`config.mk`:
```
export PLATFORM = sky130hd
export DESIGN_NAME = vac_ctrl
export DESIGN_NICKNAME = d
export VERILOG_FILES = /design/src/rtl/vac_pkg.sv /design/src/rtl/vac_ctrl.sv
export SDC_FILE = /design/constraint.sdc
export NUM_CORES = 1
export LEC_CHECK = 0
export ABC_AREA = 1
export BUFFER_PORTS_ARGS = -buffer_cell sky130_fd_sc_hd__buf_4
export CORE_AREA = 4 4 41 43
export DETAILED_ROUTE_END_ITERATION = 8
export DIE_AREA = 0 0 45 47
export GPL_ROUTABILITY_DRIVEN = 0
export SLEW_MARGIN = 20
export SYNTH_ARGS = -nofsm -noshare
export SYNTH_HDL_FRONTEND = slang
export SYNTH_SLANG_ARGS = --single-unit
```
`constraint.sdc`:
```
create_clock -name aclk -period 1 [get_ports aclk]
set_input_delay 0.05 -clock aclk [delete_from_list [all_inputs] [get_ports aclk]]
set_output_delay 0.05 -clock aclk [all_outputs]
set_load 0.01 [all_outputs]
```
`src/rtl/vac_pkg.sv`:
```
// vac_pkg: shared types, constants and helpers of the vertex attribute colorizer
// used by every rtl file of the block; depends on nothing
`default_nettype none

package vac_pkg;

    // register stages from input to output register
    localparam int STAGES = 4;

    localparam int CHECKER_CELLS_DEF = 8;

    localparam logic signed [15:0] ONE_Q14 = 16'sd16384;

    typedef enum logic [2:0] {
        MODE_SOLID   = 3'd0,
        MODE_NORMALS = 3'd1,
        MODE_HEIGHT  = 3'd2,
        MODE_WEIGHT  = 3'd3,
        MODE_UV      = 3'd4
    } color_mode_t;

    // per-stage load enables from the pipeline control
    typedef struct packed {
        logic [STAGES-1:0] load;
    } vac_ctl_t;

    function automatic logic signed [15:0] sat16(input logic signed [31:0] x);
        logic signed [15:0] r;
        if (x > 32'sd32767) begin
            r = 16'sh7fff;
        end else if (x < -32'sd32768) begin
            r = 16'sh8000;
        end else begin
            r = x[15:0];
        end
        return r;
    endfunction

endpackage

`default_nettype wire

```
`src/rtl/vac_ctrl.sv`:
```
// vac_ctrl: valid bits and per-stage load enables of the colorizer pipeline
// depends on vac_pkg
`default_nettype none

module vac_ctrl (
    input  wire logic             aclk,
    input  wire logic             aresetn,
    input  wire logic             s_valid,
    output logic                  s_ready,
    output logic                  m_valid,
    input  wire logic             m_ready,
    output vac_pkg::vac_ctl_t     ctl
);
    import vac_pkg::*;

    logic [STAGES-1:0] valid_reg;
    logic [STAGES-1:0] valid_next;
    logic [STAGES:0]   rdy;
    logic [STAGES-1:0] upstream;
    logic              in_acc;
    logic              out_acc;

    // a stage takes a word when it is empty or its word moves on
    always_comb begin
        rdy[STAGES] = m_ready;
        for (int i = STAGES - 1; i >= 0; i--) begin
            rdy[i] = ~valid_reg[i] | rdy[i+1];
        end
    end

    assign upstream = {valid_reg[STAGES-2:0], s_valid};

    always_comb begin
        for (int i = 0; i < STAGES; i++) begin
            valid_next[i] = rdy[i] ? upstream[i] : valid_reg[i];
        end
    end

    always_ff @(posedge aclk) begin
        if (!aresetn) begin
            valid_reg <= '0;
        end else begin
            valid_reg <= valid_next;
        end
    end

    assign ctl.load = rdy[STAGES-1:0];
    assign s_ready  = rdy[0];
    assign m_valid  = valid_reg[STAGES-1];
    assign in_acc   = s_valid & s_ready;
    assign out_acc  = m_valid & m_ready;

    a_empty_ready: assert property (@(posedge aclk) disable iff (!aresetn)
        (valid_reg == '0) |-> s_ready)
        else $error("empty pipeline refuses a word");

    a_full_stall: assert property (@(posedge aclk) disable iff (!aresetn)
        ((&valid_reg) && !m_ready) |-> !s_ready)
        else $error("full stalled pipeline accepts a word");

    a_word_count: assert property (@(posedge aclk) disable iff (!aresetn)
        aresetn |=> ($countones(valid_reg) == $past($countones(valid_reg))
                     + int'($past(in_acc)) - int'($past(out_acc))))
        else $error("word lost or duplicated in pipeline");

endmodule

`default_nettype wire

```
# Yosys cells after proc, flatten, opt, wreduce, memory -nomap -nowiden

Index checks and enable logic that the tools add are counted.

Register bits: 4

Bitwise operators: 8

Operators by type and width:

| cell           | count |
|---|---|
| inverter 1 bit | 4 |
| OR 1 bit       | 4 |

# Depth between registers and ports, before layout

Gate-level depths: netlist (run 1).

Depth after elaboration: 5
Depth in mapped cells: 4
Mapped depth without buffers: 4

# Least setup slack after synthesis (run 1)

No wires, ideal clock.

Kind: register to output
Start: reg valid_reg[3]
End: out ctl[0] (netlist bit)
Data arrival time: 0.896 ns
Setup slack: 0.054 ns
Cell stages (with the launch flop): 5
Buffers on the path: 1
Path through: dfxtp_1 inv_1 nor2_4 nand4_2 buf_4

Longest elaborated chain between the ends: 5

RTL lines:

| element                  | line           | source |
|---|---|---|
| start: declaration       | vac_ctrl.sv:16 | `logic [STAGES-1:0] valid_reg;` |
| start signal: assignment | vac_ctrl.sv:43 | `valid_reg <= valid_next;` |
| inverter 1 bit           | vac_ctrl.sv:27 | `rdy[i] = ~valid_reg[i] \| rdy[i+1];` |
| OR 1 bit (4 in a row)    | vac_ctrl.sv:27 |  |
| end: declaration         | vac_ctrl.sv:12 | `output vac_pkg::vac_ctl_t ctl` |

Every way passes these cells.

==> results of run 1 <==
==> synthesized netlist by cell type (all sizes together) <==
| cell | number | area, um2 |
|---|---|---|
| dfxtp | 4 | 80.1 |
| nor2 | 3 | 18.8 |
| a21oi | 3 | 18.8 |
| inv | 6 | 22.5 |
| nand3 | 1 | 10.0 |
| nand4 | 1 | 12.5 |
| buf | 1 | 7.51 |
| nand2 | 1 | 3.75 |
==> cell families (layout without fill, tap and decap cells) <==
logic type,after synthesis,count (layout),share of synthesized area
flops,4,4,0.460
buf+inv,7,22,0.173
simple gates,6,6,0.259
compound gates,3,3,0.108
==> final cells by class <==
type,instances,area (um2)
fill,156,967
timing repair buffer,13,113
sequential,4,81.3
multi-input combinational,9,76.3
clock buffer,3,22.5
inverter,6,22.5
tap,15,18.8
==> power by group <==
part	internal, W	switching (W)
Combinational	0.0000165	0.0000130
Sequential	0.000167	0.00000705
Clock	0.000134	0.0000604
Total	0.000317	0.0000804
==> layer usage <==
| metal | wire length, um | track usage |
|---|---|---|
| met2 | 174 | 0.0621 |
| met1 | 172 | 0.0545 |
| met5 | 0 | 0 |
| met4 | 10 | 0.0526 |
| met3 | 73 | 0.0690 |
==> worst max-delay path: stages, from the launching register on <==
cell and delay, ns:
dfxtp_2 0.32, inv_2 0.04, nor2_4 0.15, nand4_4 0.12, buf_6 0.15
==> worst max path at each step <==
stage,startpoint,end
floorplan,valid_reg[3],ctl[0]
global placement,valid_reg[3],ctl[0]
detailed placement,valid_reg[3],s_ready
CTS,valid_reg[3],ctl[0]
global route,valid_reg[3],ctl[0]
finish,valid_reg[3],ctl[0]
==> through the flow <==
stage / utilization / total power (W) / setup WS [ns] / cell area [um2]
floorplan: - / 0.000185 / 0.0538 / 174
global placement: 0.194 / 0.000200 / 0.153 / 253
detailed placement: 0.194 / 0.000199 / 0.120 / 253
CTS: 0.242 / 0.000405 / -0.102 / 315
global route: 0.257 / 0.000440 / -0.141 / 334
finish: 0.257 / 0.000398 / -0.0696 / 334
==> what timing repair did <==
action	in CTS	in global routing
cloned	0	0
buffers inserted	2	2
resized for setup	7	2
endpoints found under the setup margin	5	6
pin swaps	1	1
==> flow_metrics.tcl, run 1 <==
set metrics [dict create \
    status "complete, but fails checks" \
    violations "setup timing" \
    worstPathRequired_ns 0.95 \
    reg2reg_depth 5 \
    hold_buffers 0 \
    dp_cells 43 \
    htreeDepth 1 \
    cts_buffers 3 \
    r2r_slack_ns 0.05 \
    drive_gt1_frac 0.686 \
    setup_viol 5 \
    syn_area_um2 174 \
    firstDrtPassIters 2 \
    ios 10 \
    overflow 0 \
    powerDensity_mw_per_mm2 1190 \
    diodes 0 \
    ant_nets 0 \
    synth_warnings 0 \
    instances_no_fill 50 \
    min_delay_path_depth 3 \
    antenna_found_initial 0 \
    grt_use_total 0.0577 \
    r2r_end "valid_reg[0]" \
    yosysSeqAreaShare 0.460 \
    drc 0 \
    core_mm2 0.00130 \
    fmax_ghz 0.935 \
    rows 13 \
    syn_nets 24 \
    critical_path_class "flip-flop to output port" \
    viasPerCell 3.36 \
    drt-total-wl_um 430 \
    cp_data_arrival_time_ns 1.02 \
    synth_cells 20 \
    final_nets 41 \
    port_buffers 9 \
    mostFrequentLayoutCells "buf_4, inv_1, buf_6" \
    start_kind "flip-flop" \
    fin_ws_ns -0.0696 \
    largest_register_ffs 4 \
    die_h_um 47 \
    min_to "valid_reg[0]" \
    clock_path_buffers 2 \
    fin_worst_skew_ns 0.00281 \
    slew_viol_final 0 \
    die_x_um 45 \
    finalCriticalPeriod_ns 1.07 \
    grt_max_degree 6 \
    worstSkewPairLatency_ns 0.23 \
    crit_fanout 5 \
    slew_headroom 0.858 \
    cellLeakagePower_nw 0.154 \
    whs_ns 0.0696 \
    rsz0062_at_grt "true" \
    timing.setup.tns_ns -0.291 \
    drt_iter0_markers 1 \
    tritoncts "yes" \
    cts.sinks 4 \
    wl_per_cell_um 8.60 \
    ys_types 10 \
    hp-class "primary input to flip-flop" \
    vias 168 \
    hp-start "s_valid" \
    final-hold-violation-count 0 \
    finalCritPeriodShare 1.07 \
    initial_core_util 0.134 \
    syn_to_final_growth_pct 92.1 \
    final_common_cell "buf_4" \
    hpwlAfterDp_um 304 \
    clk_pin_slew_worst_paths_ns 0.04 \
    cts-root-buf "clkbuf_4" \
    postSynthAreaPerCell_um2 8.70 \
    tightest_slew_ns 0.213 \
    grt_pass1_wl_um 724 \
    drv_cap 0 \
    synth_seq_cells 4 \
    critPathCaptureType "output port" \
    irDropWorstVdd_uv 607 \
    dieArea_mm2 0.00212 \
    first_global_vias 166 \
    reg2reg_from "valid_reg[3]" \
]
(Power assumes the default switching activity.)
==> run 2, diff against run 1 <==
--- a/config.mk
+++ b/config.mk
@@ -5,7 +5,6 @@
 export SDC_FILE = /design/constraint.sdc
 export NUM_CORES = 1
 export LEC_CHECK = 0
-export ABC_AREA = 1
 export BUFFER_PORTS_ARGS = -buffer_cell sky130_fd_sc_hd__buf_4
 export CORE_AREA = 4 4 41 43
 export DETAILED_ROUTE_END_ITERATION = 8
@@ -15,3 +14,4 @@
 export SYNTH_ARGS = -nofsm -noshare
 export SYNTH_HDL_FRONTEND = slang
 export SYNTH_SLANG_ARGS = --single-unit
+export TNS_END_PERCENT = 1
==> flow_metrics.tcl, run 2 <==
set metrics [dict create \
    status "complete, but fails checks" \
    violations "setup timing" \
    cp_data_arrival_time_ns 1.02 \
    timing.setup.tns_ns -0.177 \
    synthTopCellsByCount "dfxtp_1, nand2_1, o21a_1, inv_1" \
    diodes 0 \
    grt_use_met2 0.0678 \
    synth_cells 18 \
    reg2reg_from "valid_reg[1]" \
    stdcell_area_um2 304 \
    hp-class "primary input to flip-flop" \
    port_buffers 9 \
    grt_use_total 0.0434 \
    drv_cap 0 \
    whs_ns 0.0257 \
    syn_nets 22 \
    wl_per_cell_um 8.46 \
    power.total_w 0.000390 \
    r2r_end "valid_reg[1]" \
    place_area_um2 250 \
    final_common_cell "buf_4" \
    clk_pin_slew_worst_paths_ns 0.04 \
    grt_use_met3 0.0345 \
    fin_ws_ns -0.0679 \
    syn_to_final_growth_pct 77.4 \
    slew_viol_final 0 \
    switching_power_w 0.0000731 \
    clock_path_buffers 2 \
    slowest_delay_ns 0.33 \
    busiest_layer "met2" \
    grt_pass1_wl_um 558 \
    start_kind "flip-flop" \
    cts-root-buf "clkbuf_4" \
    dp_cells 41 \
    finalCriticalPeriod_ns 1.07 \
    hpwlAfterDp_um 308 \
    syn_area_um2 171 \
    synth-edff-count 0 \
    ant_nets 0 \
    rows 13 \
    synth_area_leaders "dfxtp_1, o21a_1, and4b_2" \
    synth_warnings 0 \
    clkPwrFrac 0.496 \
    fin_worst_skew_ns 0.000198 \
    first_global_vias 158 \
    synth.largest_area_cell "dfxtp_1" \
    worstSkewPairLatency_ns 0.23 \
    drive_gt1_frac 0.710 \
    die_x_um 45 \
    drt_iter0_markers 0 \
    crit_fanout 4 \
    seq_power_share 0.438 \
    cts.sinks 4 \
    synth_seq_cells 4 \
    use_met1 0.0295 \
    overflow 0 \
    synth_top_area_frac 0.467 \
    grt_max_degree 6 \
    final-hold-violation-count 0 \
    irDropWorstVdd_uv 359 \
    die_h_um 47 \
    final_nets 37 \
    vias 159 \
    pwr-share-comb 0.066 \
    hp-start "s_valid" \
    tightest_slew_ns 0.121 \
    ios 10 \
    reg2reg_depth 3 \
    critical_path_class "flip-flop to output port" \
    core_mm2 0.00130 \
    worstPathRequired_ns 0.95 \
    initial_core_util 0.132 \
    cp_num_buf_inv 1 \
    largest_register_ffs 4 \
    p_int_w 0.000317 \
    finalCritPeriodShare 1.07 \
    synthArstFlopShare 0 \
    firstDrtPassIters 1 \
    instances_no_fill 46 \
    yosysSeqAreaShare 0.467 \
    setup_viol 3 \
    viasPerCell 3.46 \
    rsz0062_at_grt "true" \
    switching_share 0.187 \
    drt-total-wl_um 389 \
    critPathCaptureType "output port" \
    powerDensity_mw_per_mm2 1280 \
    slew_headroom 0.919 \
    min_delay_path_depth 3 \
    fmax_ghz 0.936 \
    r2r_slack_ns 0.04 \
    drc 0 \
    min_to "valid_reg[0]" \
    mostFrequentLayoutCells "buf_4, o21a_1, clkbuf_4, buf_6" \
    postSynthAreaPerCell_um2 9.52 \
    ys.flop_type "dfxtp_1" \
    cts_buffers 3 \
    path_cells "and4b_2 -> nand2_2 -> buf_6" \
    ys_types 10 \
    dieArea_mm2 0.00212 \
    antenna_found_initial 0 \
    cp_top_family "flip-flops" \
    htreeDepth 1 \
    synth.most_common_cell "dfxtp_1" \
    crit_path_top_delay_cell "dfxtp_2" \
    tritoncts "yes" \
    cellLeakagePower_nw 0.138 \
]
run 2: cell types whose count changed in the layout (fill, tap and decap cells not counted), sizes merged, moves of 2 or more:
cell	before	now
buf	13	11
o21a	0	3
nand2	1	3
nor2	3	0
a21oi	3	0
inv	6	3
run 2: logic make-up (layout without fill, tap and decap cells):
family / Yosys count / after routing / synth area share
AO/OA/AOI/OAI: 4 / 4 / 0.182
buffers and inverters: 4 / 17 / 0.110
flip-flops: 4 / 4 / 0.467
AND/OR/NAND/NOR: 6 / 6 / 0.241
run 2: layer usage:
layer,up-vias,wire length [um]
li1,84,-
met5,-,0
met2,7,198
met1,68,144
met4,0,0
met3,0,46
run 2: worst reg2reg max path, delay by kind of cell (launching register included):
family / cells / cell delay [ns]
AOI/OAI and AO/OA: 1 / 0.15
and+or+nand+nor: 1 / 0.26
DFF: 1 / 0.30
buffers and inverters: 1 / 0.14
run 2: how the worst max path moves through the flow:
| stage | start | endpoint | depth (start not counted) |
|---|---|---|---|
| 5_1_grt | valid_reg[3] | s_ready | 3 |
| 3_5_place_dp | valid_reg[3] | ctl[0] | 3 |
| 6_report | valid_reg[3] | ctl[0] | 3 |
| 2_1_floorplan | valid_reg[3] | ctl[0] | 3 |
| 4_1_cts | valid_reg[3] | ctl[0] | 3 |
| 3_3_place_gp | valid_reg[3] | s_ready | 3 |
run 2: what timing repair did:
item / 4_1_cts / 5_1_grt
gates resized for setup: 6 / 0
hold buffers: 0 / 0
buffers inserted: 2 / 0
cloned: 0 / 0
endpoints found under the hold margin: 0 / 0
setup endpoints to repair: 4 / 3
pin swaps: 2 / 0
run 2: power by group through the flow:
stage | Clock [W] | Combinational [W] | Sequential, W
after floorplan | 0 | 0.00000888 | 0.000172
after global placement | 0 | 0.0000242 | 0.000172
after detailed placement | 0 | 0.0000246 | 0.000173
after CTS | 0.000207 | 0.0000260 | 0.000171
after global routing | 0.000211 | 0.0000287 | 0.000172
final | 0.000194 | 0.0000256 | 0.000171
run 2: area by class of cell:
| type | instances | area [um2] |
|---|---|---|
| well taps | 15 | 18.8 |
| flip-flops and latches | 4 | 82.6 |
| clock buffers | 3 | 22.5 |
| multi-input cells | 10 | 75.1 |
| fillers | 148 | 997 |
| inverters | 3 | 11.3 |
| repair buffers | 11 | 93.8 |
run 2: metrics by stage:
step | worst slack, ns | utilization
floorplan | 0.0441 | -
global placement | 0.106 | 0.192
detailed placement | 0.0975 | 0.192
CTS | -0.0811 | 0.234
global route | -0.112 | 0.234
finish | -0.0679 | 0.234
==> run 3, diff against run 2 <==
--- a/config.mk
+++ b/config.mk
@@ -5,7 +5,9 @@
 export SDC_FILE = /design/constraint.sdc
 export NUM_CORES = 1
 export LEC_CHECK = 0
+export ABC_AREA = 1
 export BUFFER_PORTS_ARGS = -buffer_cell sky130_fd_sc_hd__buf_4
+export CAP_MARGIN = 20
 export CORE_AREA = 4 4 41 43
 export DETAILED_ROUTE_END_ITERATION = 8
 export DIE_AREA = 0 0 45 47
==> flow_metrics.tcl, run 3 (synthesis gave the netlist of run 1 again) <==
set metrics [dict create \
    status "complete, but fails checks" \
    violations "setup timing" \
    drt_iter0_markers 2 \
    cts-root-buf "clkbuf_4" \
    fin_worst_skew_ns 0.00389 \
    powerDensity_mw_per_mm2 1250 \
    switching_power_w 0.0000774 \
    syn_to_final_growth_pct 81.3 \
    grt_use_total 0.0545 \
    hpwlAfterDp_um 304 \
    cts.sinks 4 \
    drv_cap 0 \
    worstPathRequired_ns 0.95 \
    tritoncts "yes" \
    dp_cells 43 \
    die_x_um 45 \
    viasPerCell 3.50 \
    instances_no_fill 48 \
    finalCritPeriodShare 1.07 \
    grt_pass1_wl_um 696 \
    irDropWorstVdd_uv 611 \
    setup_viol 4 \
    worstSkewPairLatency_ns 0.23 \
    drive_gt1_frac 0.606 \
    crit_fanout 5 \
    dieArea_mm2 0.00212 \
    initial_core_util 0.134 \
    critPathCaptureType "output port" \
    cp_data_arrival_time_ns 1.02 \
    seq_power_share 0.442 \
    htreeDepth 1 \
    slew_viol_final 0 \
    power.total_w 0.000393 \
    critical_path_class "flip-flop to output port" \
    fin_ws_ns -0.0692 \
    drc 0 \
    largest_register_ffs 4 \
    final-hold-violation-count 0 \
    mostFrequentLayoutCells "buf_4, inv_1, buf_6" \
    fmax_ghz 0.935 \
    p_int_w 0.000316 \
    clkPwrFrac 0.488 \
    diodes 0 \
    vias 168 \
    core_mm2 0.00130 \
    finalCriticalPeriod_ns 1.07 \
    rsz0062_at_grt "true" \
    antenna_found_initial 0 \
    pwr-share-comb 0.069 \
    overflow 0 \
    drt-total-wl_um 432 \
    firstDrtPassIters 2 \
    clk_pin_slew_worst_paths_ns 0.04 \
    ant_nets 0 \
    switching_share 0.197 \
    final_common_cell "buf_4" \
    tightest_slew_ns 0.211 \
    cellLeakagePower_nw 0.144 \
    port_buffers 9 \
    place_area_um2 253 \
    first_global_vias 158 \
    grt_max_degree 6 \
    clock_path_buffers 2 \
    pre_cts_ws_ns 0.120 \
    hp-class "primary input to flip-flop" \
    start_kind "flip-flop" \
    rows 13 \
    final_nets 39 \
    slew_headroom 0.859 \
    ios 10 \
    wl_per_cell_um 9.00 \
    die_h_um 47 \
    hold_buffers 0 \
    stdcell_area_um2 315 \
    cts_buffers 3 \
]
[run 3: worst max-delay path, cell delays in order, from the launching register on]
cell     delay [ns]
dfxtp_2        0.32
inv_2          0.04
nor2_4         0.15
nand4_4        0.13
buf_6          0.15
[run 3: stage by stage]
| stage | TNS, ns | hold slack (ns) | util |
|---|---|---|---|
| 6_report | -0.219 | 0.0736 | 0.242 |
| 5_1_grt | -0.603 | 0.0587 | 0.242 |
| 4_1_cts | -0.362 | 0.0682 | 0.237 |
| 3_5_place_dp | 0 | 0.309 | 0.194 |
| 3_3_place_gp | 0 | 0.322 | 0.194 |
| 2_1_floorplan | 0 | 0.194 | - |
[run 3: repair_timing]
item | CTS | global route
pin swaps | 1 | 1
gates resized for setup | 7 | 0
endpoints found under the setup margin | 5 | 5
endpoints found under the hold margin | 0 | 0
buffers inserted | 1 | 1
[run 3: layout make-up]
cell class,instances,area [um2]
fill,157,986
timing repair buffer,11,97.6
sequential,4,81.3
multi-input combinational,9,72.6
clock buffer,3,22.5
inverter,6,22.5
tap,15,18.8
[run 3: worst paths after layout]
check                     from      endpoint  slack, ns  cells past startpoint
hold / removal         s_valid  valid_reg[0]       0.07                      3
hold reg to reg   valid_reg[0]  valid_reg[1]       0.49                      2
setup / recovery  valid_reg[3]        ctl[0]      -0.07                      4
setup reg to reg  valid_reg[3]  valid_reg[0]       0.04                      5
[run 3: power groups by stage]
stage               clock (W)  sequential, W  combinational, W
detailed placement          0       0.000174         0.0000253
finish               0.000192       0.000174         0.0000273
global placement            0       0.000174         0.0000258
floorplan                   0       0.000174         0.0000111
CTS                  0.000204       0.000173         0.0000278
global route         0.000232       0.000174         0.0000301
[run 3: metal layers]
layer,up-vias,global-route usage,wire (um)
met1,70,0.0523,174
met5,-,0,0
met4,0,0.0351,0
met3,0,0.0690,67
met2,11,0.0621,190
li1,87,-,-
