File: config.mk
export PLATFORM = sky130hd
export DESIGN_NAME = vac_color
export DESIGN_NICKNAME = d
export VERILOG_FILES = /design/src/rtl/vac_pkg.sv /design/src/rtl/vac_color.sv
export SDC_FILE = /design/constraint.sdc
export NUM_CORES = 1
export LEC_CHECK = 0
export BUFFER_PORTS_ARGS = -buffer_cell sky130_fd_sc_hd__buf_4
export CAP_MARGIN = 30
export CORE_ASPECT_RATIO = 0.7
export CORE_MARGIN = 4
export CORE_UTILIZATION = 55
export CTS_CLUSTER_DIAMETER = 50
export CTS_CLUSTER_SIZE = 10
export DETAILED_ROUTE_END_ITERATION = 8
export GPL_ROUTABILITY_DRIVEN = 0
export GPL_TIMING_DRIVEN = 0
export HOLD_SLACK_MARGIN = 0.12
export PLACE_DENSITY = 0.78
export RECOVER_POWER = 25
export SLEW_MARGIN = 20
export SYNTH_ARGS = -nofsm -noshare
export SYNTH_HDL_FRONTEND = slang
export SYNTH_SLANG_ARGS = --single-unit
File: constraint.sdc
create_clock -name aclk -period 18.1 [get_ports aclk]
set_input_delay 3.62 -clock aclk [delete_from_list [all_inputs] [get_ports aclk]]
set_output_delay 3.62 -clock aclk [all_outputs]
set_load 0.03 [all_outputs]
File: src/rtl/vac_pkg.sv
// vac_pkg: shared types, constants and helpers of the vertex attribute colorizer
// used by every rtl file of the block; depends on nothing
`default_nettype none

package vac_pkg;

    // register stages from input to output register
    localparam int STAGES = 4;

    localparam int CHECKER_CELLS_DEF = 8;

    localparam logic signed [15:0] ONE_Q14 = 16'sd16384;

    typedef enum logic [2:0] {
        MODE_SOLID   = 3'd0,
        MODE_NORMALS = 3'd1,
        MODE_HEIGHT  = 3'd2,
        MODE_WEIGHT  = 3'd3,
        MODE_UV      = 3'd4
    } color_mode_t;

    // per-stage load enables from the pipeline control
    typedef struct packed {
        logic [STAGES-1:0] load;
    } vac_ctl_t;

    function automatic logic signed [15:0] sat16(input logic signed [31:0] x);
        logic signed [15:0] r;
        if (x > 32'sd32767) begin
            r = 16'sh7fff;
        end else if (x < -32'sd32768) begin
            r = 16'sh8000;
        end else begin
            r = x[15:0];
        end
        return r;
    endfunction

endpackage

`default_nettype wire

File: src/rtl/vac_color.sv
// vac_color: debug colour pipeline (solid, normals, height, weight, uv checker)
// depends on vac_pkg; stage loads come from vac_ctrl
`default_nettype none

module vac_color #(
    parameter int CHECKER_CELLS = vac_pkg::CHECKER_CELLS_DEF
) (
    input  wire logic                aclk,
    input  wire vac_pkg::vac_ctl_t   ctl,
    input  wire logic [2:0]          mode,
    input  wire logic signed [15:0]  normal_x,
    input  wire logic signed [15:0]  normal_y,
    input  wire logic signed [15:0]  normal_z,
    input  wire logic signed [23:0]  height_y,
    input  wire logic [15:0]         frac_u,
    input  wire logic [15:0]         frac_v,
    input  wire logic signed [15:0]  total_weight,
    output logic signed [15:0]       color_red,
    output logic signed [15:0]       color_green,
    output logic signed [15:0]       color_blue
);
    import vac_pkg::*;

    localparam int          CW    = $clog2(CHECKER_CELLS + 1);
    localparam int          PW    = 16 + CW;
    localparam logic [CW-1:0] CELLS = CW'(CHECKER_CELLS);

    localparam logic signed [25:0] SOLID_R  = 26'sd12288;
    localparam logic signed [25:0] SOLID_G  = 26'sd12452;
    localparam logic signed [25:0] SOLID_B  = 26'sd12780;
    localparam logic signed [25:0] HGT_G0   = 26'sd11469;
    localparam logic signed [25:0] ONE_W    = 26'sd16384;
    localparam logic [16:0]        WGT_NUM0 = 17'd65538;
    localparam logic [32:0]        RECIP5   = 33'd52429;
    localparam logic [14:0]        CHK_EVEN = 15'd16384;
    localparam logic [14:0]        CHK_ODD  = 15'd2458;
    localparam logic [16:0]        UV_BIAS  = 17'd819;
    localparam logic signed [25:0] UV_B_EVN = 26'sd7373;
    localparam logic signed [25:0] UV_B_ODD = 26'sd2499;

    // stage 1
    logic [PW-1:0]      cell_u, cell_v;
    logic [14:0]        w_clamp;
    logic [2:0]         mode1_reg;
    logic signed [15:0] nx1_reg, ny1_reg, nz1_reg;
    logic signed [24:0] t1_reg;
    logic [14:0]        w1_reg;
    logic [15:0]        fu1_reg, fv1_reg;
    logic               even1_reg;
    // stage 2
    logic signed [16:0] nxs, nys, nzs;
    logic signed [25:0] tw, tp1;
    logic [14:0]        chk;
    logic [2:0]         mode2_reg;
    logic signed [15:0] nr2_reg, ng2_reg, nb2_reg;
    logic signed [25:0] hr2_reg, hg2_reg, hb2_reg;
    logic [14:0]        w2_reg;
    logic [16:0]        wnum2_reg;
    logic [30:0]        pu2_reg, pv2_reg;
    logic               even2_reg;
    // stage 3
    logic [32:0]        wprod;
    logic [31:0]        uround, vround;
    logic [16:0]        uvr, uvg;
    logic signed [25:0] r3_next, g3_next, b3_next;
    logic signed [25:0] r3_reg, g3_reg, b3_reg;

    // checker cell parity is bit 16 of frac * cells
    assign cell_u = PW'(frac_u) * PW'(CELLS);
    assign cell_v = PW'(frac_v) * PW'(CELLS);

    always_comb begin
        if (total_weight < 16'sd0) begin
            w_clamp = '0;
        end else if (total_weight > ONE_Q14) begin
            w_clamp = 15'(ONE_Q14);
        end else begin
            w_clamp = total_weight[14:0];
        end
    end

    always_ff @(posedge aclk) begin
        if (ctl.load[0]) begin
            mode1_reg <= mode;
            nx1_reg   <= normal_x;
            ny1_reg   <= normal_y;
            nz1_reg   <= normal_z;
            t1_reg    <= {height_y[23], height_y} + 25'sd8192;
            w1_reg    <= w_clamp;
            fu1_reg   <= frac_u;
            fv1_reg   <= frac_v;
            even1_reg <= ~(cell_u[16] ^ cell_v[16]);
        end
    end

    // normals: (n + 16385) >> 1
    assign nxs = {nx1_reg[15], nx1_reg} + 17'sd16385;
    assign nys = {ny1_reg[15], ny1_reg} + 17'sd16385;
    assign nzs = {nz1_reg[15], nz1_reg} + 17'sd16385;
    // height green reduces to 11469 - ceil(t / 2)
    assign tw  = {t1_reg[24], t1_reg};
    assign tp1 = tw + 26'sd1;
    assign chk = even1_reg ? CHK_EVEN : CHK_ODD;

    always_ff @(posedge aclk) begin
        if (ctl.load[1]) begin
            mode2_reg <= mode1_reg;
            nr2_reg   <= nxs[16:1];
            ng2_reg   <= nys[16:1];
            nb2_reg   <= nzs[16:1];
            hr2_reg   <= tw;
            hg2_reg   <= HGT_G0 - {tp1[25], tp1[25:1]};
            hb2_reg   <= ONE_W - tw;
            w2_reg    <= w1_reg;
            wnum2_reg <= WGT_NUM0 - (17'(w1_reg) * 17'd3);
            pu2_reg   <= 31'(fu1_reg) * 31'(chk);
            pv2_reg   <= 31'(fv1_reg) * 31'(chk);
            even2_reg <= even1_reg;
        end
    end

    // divide by 5 through the reciprocal, exact below 2^18
    assign wprod  = 33'(wnum2_reg) * RECIP5;
    assign uround = 32'(pu2_reg) + 32'd32768;
    assign vround = 32'(pv2_reg) + 32'd32768;
    assign uvr    = {1'b0, uround[31:16]} + UV_BIAS;
    assign uvg    = {1'b0, vround[31:16]} + UV_BIAS;

    always_comb begin
        unique case (mode2_reg)
            MODE_NORMALS: begin
                r3_next = 26'(nr2_reg);
                g3_next = 26'(ng2_reg);
                b3_next = 26'(nb2_reg);
            end
            MODE_HEIGHT: begin
                r3_next = hr2_reg;
                g3_next = hg2_reg;
                b3_next = hb2_reg;
            end
            MODE_WEIGHT: begin
                r3_next = {11'd0, w2_reg};
                g3_next = {11'd0, wprod[32:18]};
                b3_next = ONE_W - {11'd0, w2_reg};
            end
            MODE_UV: begin
                r3_next = {9'd0, uvr};
                g3_next = {9'd0, uvg};
                b3_next = even2_reg ? UV_B_EVN : UV_B_ODD;
            end
            default: begin
                r3_next = SOLID_R;
                g3_next = SOLID_G;
                b3_next = SOLID_B;
            end
        endcase
    end

    always_ff @(posedge aclk) begin
        if (ctl.load[2]) begin
            r3_reg <= r3_next;
            g3_reg <= g3_next;
            b3_reg <= b3_next;
        end
    end

    always_ff @(posedge aclk) begin
        if (ctl.load[3]) begin
            color_red   <= sat16({{6{r3_reg[25]}}, r3_reg});
            color_green <= sat16({{6{g3_reg[25]}}, g3_reg});
            color_blue  <= sat16({{6{b3_reg[25]}}, b3_reg});
        end
    end

endmodule

`default_nettype wire

# Yosys cells after proc, flatten, opt, wreduce, memory -nomap -nowiden
# Cells that the tools add are included.
[word_totals]
ff_bits = 473
latchBits = 0
ram_bits = 0
rom_bits = 0
in_bits = 128
out_inout_bits = 48
elab_cells = 69
memories = 0
[op_classes]
n_addsub = 13
multipliers = 4
div_mod_pow = 0
n_lt_le_gt_ge = 8
n_eq_ne = 4
shift = 0
muxes = 9
bitwise = 2
reduce_logical = 1
[ops]
columns = ["op", "count"]
rows = [
  ["one-hot mux 26 bit (4 select lines)", 3],
  ["greater-than comparator 26 x 16 -> 1 bit, second input constant", 3],
  ["less-than comparator 26 x 16 -> 1 bit, second input constant", 3],
  ["adder 31 x 16 -> 32 bit, second input constant", 2],
  ["multiplier 16 x 15 -> 31 bit", 2],
  ["adder 16 x 16 -> 17 bit, second input constant", 3],
  ["two-way mux 16 bit", 3],
  ["adder 16 x 10 -> 17 bit, second input constant", 2],
  ["multiplier 17 x 16 -> 33 bit, second input constant", 1],
  ["two-way mux 15 bit", 2],
  ["adder 25 x 2 -> 26 bit, second input constant", 1],
  ["subtractor 15 x 25 -> 26 bit, first input constant", 1],
  ["subtractor 16 x 25 -> 26 bit, first input constant", 1],
  ["adder 24 x 15 -> 25 bit, second input constant", 1],
  ["multiplier 15 x 2 -> 17 bit, second input constant", 1],
  ["subtractor 17 bit, first input constant", 1],
  ["greater-than comparator 16 bit, second input constant", 1],
  ["less-than comparator 16 x 1 -> 1 bit, second input constant", 1],
  ["subtractor 15 x 15 -> 16 bit, first input constant", 1],
  ["two-way mux 13 bit", 1],
  ["== test 3 x 2 -> 1 bit, second input constant", 2],
  ["== test 3 x 1 -> 1 bit, second input constant", 1],
  ["== test 3 bit, second input constant", 1],
  ["OR reduction 2 bit", 1],
  ["other kinds (2)", 2],
]

# Depth between registers and ports, before layout
[depth]
word_depth = 3
mapped_depth = 24
mapped_depth_nobuf = 22

# Worst setup path after synthesis
# Ideal clock, no wire load.
[synth_path]
path_type = "register to register"
from = "register even1_reg"
to = "register pv2_reg[27] (data pin)"
setup_ps = 258
t_arrival_ps = 6083
required_time_ps = 17842
slack_ps = 11759
path_stages_with_launch = 23
n_path_buf = 2
synth_period_minus_slack_ps = 6341
cell_sequence = "edfxtp_1 clkbuf_1 clkbuf_1 nand2b_1 inv_1 ha_1 inv_1 fa_1 inv_1 fa_1 fa_1 fa_1 ha_1 ha_1 a2111oi_0 o21ai_0 a31o_2 a221oi_1 o22ai_1 a211oi_1 a21oi_1 a211oi_1 nor2_1"
[synth_between]
elab_chain_len = 2
[synth_rtl]
columns = ["element", "line", "rtl"]
rows = [
  ["from (decl)", "vac_color.sv:49", "logic even1_reg;"],
  ["from (signal assigned)", "vac_color.sv:92", "even1_reg <= ~(cell_u[16] ^ cell_v[16]);"],
  ["two-way mux 15 bit", "vac_color.sv:103", "assign chk = even1_reg ? CHK_EVEN : CHK_ODD;"],
  ["multiplier 16 x 15 -> 31 bit", "vac_color.sv:117", "pv2_reg <= 31'(fv1_reg) * 31'(chk);"],
  ["to (signal assigned)", "vac_color.sv:117", ""],
  ["to (decl)", "vac_color.sv:59", "logic [30:0] pu2_reg, pv2_reg;"],
]
# No other way between the ends.
# A chain may end at the register's enable or synchronous reset.

# Final worst setup path
[layout_path]
from = "register even1_reg"
to = "register pv2_reg[30] (data pin)"
# The elaborated chain is that of the path after synthesis.

==> impl_metrics.xml <==
<?xml version="1.0" encoding="UTF-8"?>
<metrics>
  <group name="status">
    <metric name="outcome" unit="">finished, final reports clean</metric>
  </group>
  <group name="sta">
    <metric name="count_of_pins_over_their_slew_limit" unit="">0</metric>
    <metric name="worst_slew_margin_rel" unit="">0.2439</metric>
    <metric name="finalWorstSetupSlack" unit="ps">10280</metric>
    <metric name="fin_tns_setup" unit="ps">0</metric>
    <metric name="hold_violations" unit="">0</metric>
    <metric name="timing.final.crit_period" unit="ps">7818</metric>
    <metric name="setup_viol" unit="">0</metric>
    <metric name="timing.clock.skew" unit="ps">52.27</metric>
    <metric name="unrepaired_setup_endpoints_after_global_routing" unit="">false</metric>
    <metric name="fmax" unit="MHz">127.9</metric>
    <metric name="worstMarginPinSlew" unit="ps">1134</metric>
    <metric name="post-route-period-util" unit="">0.4319</metric>
  </group>
  <group name="worst_setup_path">
    <metric name="worstPathArrival" unit="ps">8170</metric>
    <metric name="worst_setup_path_end_kind" unit="">flip-flop</metric>
    <metric name="worst_setup_path_start_kind" unit="">flip-flop</metric>
    <metric name="critical_path.n_buffers_inverters" unit="">5</metric>
    <metric name="crit_required" unit="ps">18450</metric>
    <metric name="largest_fanout_on_the_critical_path" unit="">10</metric>
    <metric name="cpPeakStageDelay" unit="ps">550</metric>
    <metric name="timing.critical_path.slowest_stage_cell" unit="">sky130_fd_sc_hd__fa_1</metric>
    <metric name="crit_type" unit="">reg2reg</metric>
    <metric name="timing.critical_path.max_delay_family" unit="">adder cells</metric>
    <metric name="cp_cell_sequence" unit="">clkbuf_1, clkbuf_1, nand2b_1, inv_1, ha_1, inv_1, fa_1, inv_1, fa_1, fa_1, fa_1, ha_1, ha_1, a2111oi_0, o21ai_0, a31o_2, a221oi_1, o22ai_1, a211oi_1, nor2_1, o41ai_1, xnor2_1</metric>
    <metric name="crit_path_frequent_cell" unit="">sky130_fd_sc_hd__fa_1</metric>
  </group>
  <group name="global_routing">
    <metric name="grt_start_max_net_pins" unit="">104</metric>
    <metric name="gr-usage-all-layers" unit="">0.2540</metric>
    <metric name="global_route.usage.met2" unit="">0.3871</metric>
    <metric name="first_global_vias" unit="">23030</metric>
    <metric name="global_route_wire_length_before_repair" unit="mm">126.6</metric>
    <metric name="overflow" unit="">0</metric>
    <metric name="grt_most_used_layer" unit="">met2</metric>
    <metric name="global_route.usage.met1" unit="">0.3673</metric>
    <metric name="antenna_found_initial" unit="">2</metric>
    <metric name="grt_use_met3" unit="">0.06625</metric>
  </group>
  <group name="yosys">
    <metric name="synth_largest_area_cell" unit="">sky130_fd_sc_hd__edfxtp_1</metric>
    <metric name="yosysMostFrequentCell" unit="">sky130_fd_sc_hd__edfxtp_1</metric>
    <metric name="syn_avg_cell_area" unit="um2">11.42</metric>
    <metric name="yosys.area_share.xor_xnor" unit="">0.05865</metric>
    <metric name="ys_top_cells_by_area" unit="">sky130_fd_sc_hd__edfxtp_1, sky130_fd_sc_hd__ha_1, sky130_fd_sc_hd__fa_1</metric>
    <metric name="synthArstFlopShare" unit="">0</metric>
    <metric name="synth_top_family_by_area" unit="">adder cells</metric>
    <metric name="synth_compound_area_frac" unit="">0.08995</metric>
    <metric name="post_synth_mux_area_share" unit="">0.009254</metric>
    <metric name="synth_sequential_area_ratio" unit="">0.4021</metric>
    <metric name="most_common_library_cells_after_synthesis" unit="">sky130_fd_sc_hd__edfxtp_1, sky130_fd_sc_hd__inv_1, sky130_fd_sc_hd__ha_1</metric>
    <metric name="synth_largest_type_area_fraction" unit="">0.4021</metric>
    <metric name="synth_cell_types" unit="">78</metric>
    <metric name="synth_area" unit="um2">32860</metric>
    <metric name="synth_simple_gate_area_frac" unit="">0.09871</metric>
    <metric name="post_synth_inst_count" unit="">2876</metric>
    <metric name="count_of_flip_flops_with_a_built_in_enable_after_synthesis" unit="">440</metric>
    <metric name="ys.warnings.count" unit="">0</metric>
    <metric name="postSynthRegisterBits" unit="">440</metric>
    <metric name="synth-adder-area-share" unit="">0.2814</metric>
    <metric name="synth_ff_type" unit="">sky130_fd_sc_hd__edfxtp_1</metric>
  </group>
  <group name="floorplan">
    <metric name="num_rows" unit="">74</metric>
    <metric name="height_of_the_chip" unit="um">212.5</metric>
    <metric name="floorplan.initialDensity" unit="">0.5597</metric>
    <metric name="fp.dieW" unit="um">300.1</metric>
    <metric name="fp.dieArea" unit="um2">63770</metric>
    <metric name="pin_count" unit="">176</metric>
    <metric name="core_box_area" unit="um2">58700</metric>
  </group>
  <group name="cts">
    <metric name="cts_made_buffers" unit="">52</metric>
    <metric name="clk-insertion-delay-late" unit="ps">640</metric>
    <metric name="clock_path_buffers" unit="">3</metric>
    <metric name="cts.root.buffer_cell" unit="">sky130_fd_sc_hd__clkbuf_16</metric>
    <metric name="cts.reportedPaths.clkPinSlew" unit="ps">50</metric>
    <metric name="cts_hold_repair.buffers" unit="">0</metric>
    <metric name="h-tree-depth" unit="">2</metric>
    <metric name="ctsResizeCount" unit="">0</metric>
    <metric name="number_of_setup_buffers_added_after_cts" unit="">0</metric>
    <metric name="tritoncts" unit="">built</metric>
    <metric name="cts_sinks" unit="">440</metric>
  </group>
  <group name="routing">
    <metric name="drt-vias-per-instance" unit="">5.854</metric>
    <metric name="detail_route.wl_per_cell" unit="um">20.57</metric>
    <metric name="first_iter_violations" unit="">2720</metric>
    <metric name="firstDrtPassIters" unit="">9</metric>
    <metric name="ant_nets" unit="">0</metric>
    <metric name="vias" unit="">23000</metric>
    <metric name="drt_drc_violations_left" unit="">0</metric>
    <metric name="routed_wirelength" unit="mm">80.82</metric>
  </group>
  <group name="placed_design">
    <metric name="place_ws" unit="ps">10310</metric>
    <metric name="numPortBuffers" unit="">175</metric>
    <metric name="dp.final_hpwl" unit="mm">64.79</metric>
  </group>
  <group name="finish">
    <metric name="syn_to_final_growth" unit="%">11.91</metric>
    <metric name="antenna_cells" unit="">0</metric>
    <metric name="final.fill_count" unit="">4458</metric>
    <metric name="design.final.nets" unit="">3863</metric>
    <metric name="sequential_cell_area" unit="um2">13210</metric>
    <metric name="area_of_the_multi_input_gates" unit="um2">17710</metric>
    <metric name="drive_above_1_share" unit="">0.09297</metric>
  </group>
  <group name="min_path">
    <metric name="hold_path_class" unit="">reg2reg</metric>
  </group>
  <group name="job">
    <metric name="cap_violations" unit="">0</metric>
  </group>
</metrics>
==> cell usage in the layout, fill, tap and decap left out, types with 34 or more instances in the layout <==
master and instances:
sky130_fd_sc_hd__xnor2_1 148, sky130_fd_sc_hd__nand2_1 111, sky130_fd_sc_hd__and2_1 56, sky130_fd_sc_hd__clkbuf_16 52, sky130_fd_sc_hd__a21o_1 84, sky130_fd_sc_hd__inv_1 427
sky130_fd_sc_hd__a21oi_1 86, sky130_fd_sc_hd__clkbuf_1 77, sky130_fd_sc_hd__o21ai_0 76, sky130_fd_sc_hd__nand3_1 49, sky130_fd_sc_hd__nor3_1 41, sky130_fd_sc_hd__nor2b_1 34
sky130_fd_sc_hd__ha_1 411, sky130_fd_sc_hd__nand2b_1 50, sky130_fd_sc_hd__nor2_1 131, sky130_fd_sc_hd__nand4_1 34, sky130_fd_sc_hd__buf_4 167, sky130_fd_sc_hd__edfxtp_1 440
sky130_fd_sc_hd__fa_1 205, sky130_fd_sc_hd__xor2_1 72
==> worst paths after layout <==
check	start	to	slack [ps]	cells past startpoint
setup / recovery	even1_reg$_DFFE_PP_	pv2_reg[30]$_DFFE_PP_	10280	22
hold / removal	mode1_reg[2]$_DFFE_PP_	mode2_reg[2]$_DFFE_PP_	420	0
setup reg to reg	even1_reg$_DFFE_PP_	pv2_reg[30]$_DFFE_PP_	10280	22
hold reg to reg	mode1_reg[2]$_DFFE_PP_	mode2_reg[2]$_DFFE_PP_	420	0
==> area by class of cell <==
class	count	area share
tap	798	0.02716
timing repair buffer	184	0.03961
inverter	427	0.04359
clock inverter	12	0.003437
clock buffer	53	0.03549
sequential	440	0.3594
multi-input combinational	1923	0.4816
buffer	91	0.009733
==> metal layers <==
metal	wire length (um)	share of wire
met3	8807	0.11
met5	24	0.00030
met2	35500	0.44
met1	34400	0.43
met4	2086	0.026
==> per-stage QoR <==
step,utilization,area (um2),cells,hold slack (ps)
5_1_grt,0.6264,36770,3928,434.6
2_1_floorplan,-,32870,2881,400.3
3_3_place_gp,0.5994,35190,3854,408.9
6_report,0.6264,36770,3928,423.7
3_5_place_dp,0.6017,35320,3861,410.7
4_1_cts,0.6260,36750,3926,423.7
==> worst reg2reg max path, stage by stage (launching register included) <==
cell and delay, ps:
sky130_fd_sc_hd__edfxtp_1 470, sky130_fd_sc_hd__clkbuf_1 360, sky130_fd_sc_hd__clkbuf_1 380, sky130_fd_sc_hd__nand2b_1 290, sky130_fd_sc_hd__inv_1 120, sky130_fd_sc_hd__ha_1 330, sky130_fd_sc_hd__inv_1 70, sky130_fd_sc_hd__fa_1 550
sky130_fd_sc_hd__inv_1 70, sky130_fd_sc_hd__fa_1 530, sky130_fd_sc_hd__fa_1 440, sky130_fd_sc_hd__fa_1 490, sky130_fd_sc_hd__ha_1 320, sky130_fd_sc_hd__ha_1 310, sky130_fd_sc_hd__a2111oi_0 470, sky130_fd_sc_hd__o21ai_0 160
sky130_fd_sc_hd__a31o_2 260, sky130_fd_sc_hd__a221oi_1 550, sky130_fd_sc_hd__o22ai_1 380, sky130_fd_sc_hd__a211oi_1 410, sky130_fd_sc_hd__nor2_1 120, sky130_fd_sc_hd__o41ai_1 330, sky130_fd_sc_hd__xnor2_1 140
==> cell families (layout without fill, tap and decap cells) <==
kind of cell,count (synthesis),count (layout)
and+or+nand+nor,613,613
AOI/OAI and AO/OA,439,439
adders and majority gates,616,616
buffers and inverters,518,767
muxes,29,29
other,1,6
xor gates and xnor gates,220,220
DFF,440,440
Power is not shown: default switching activity piles up to over one toggle a cycle in this logic, so the estimate is an artifact.
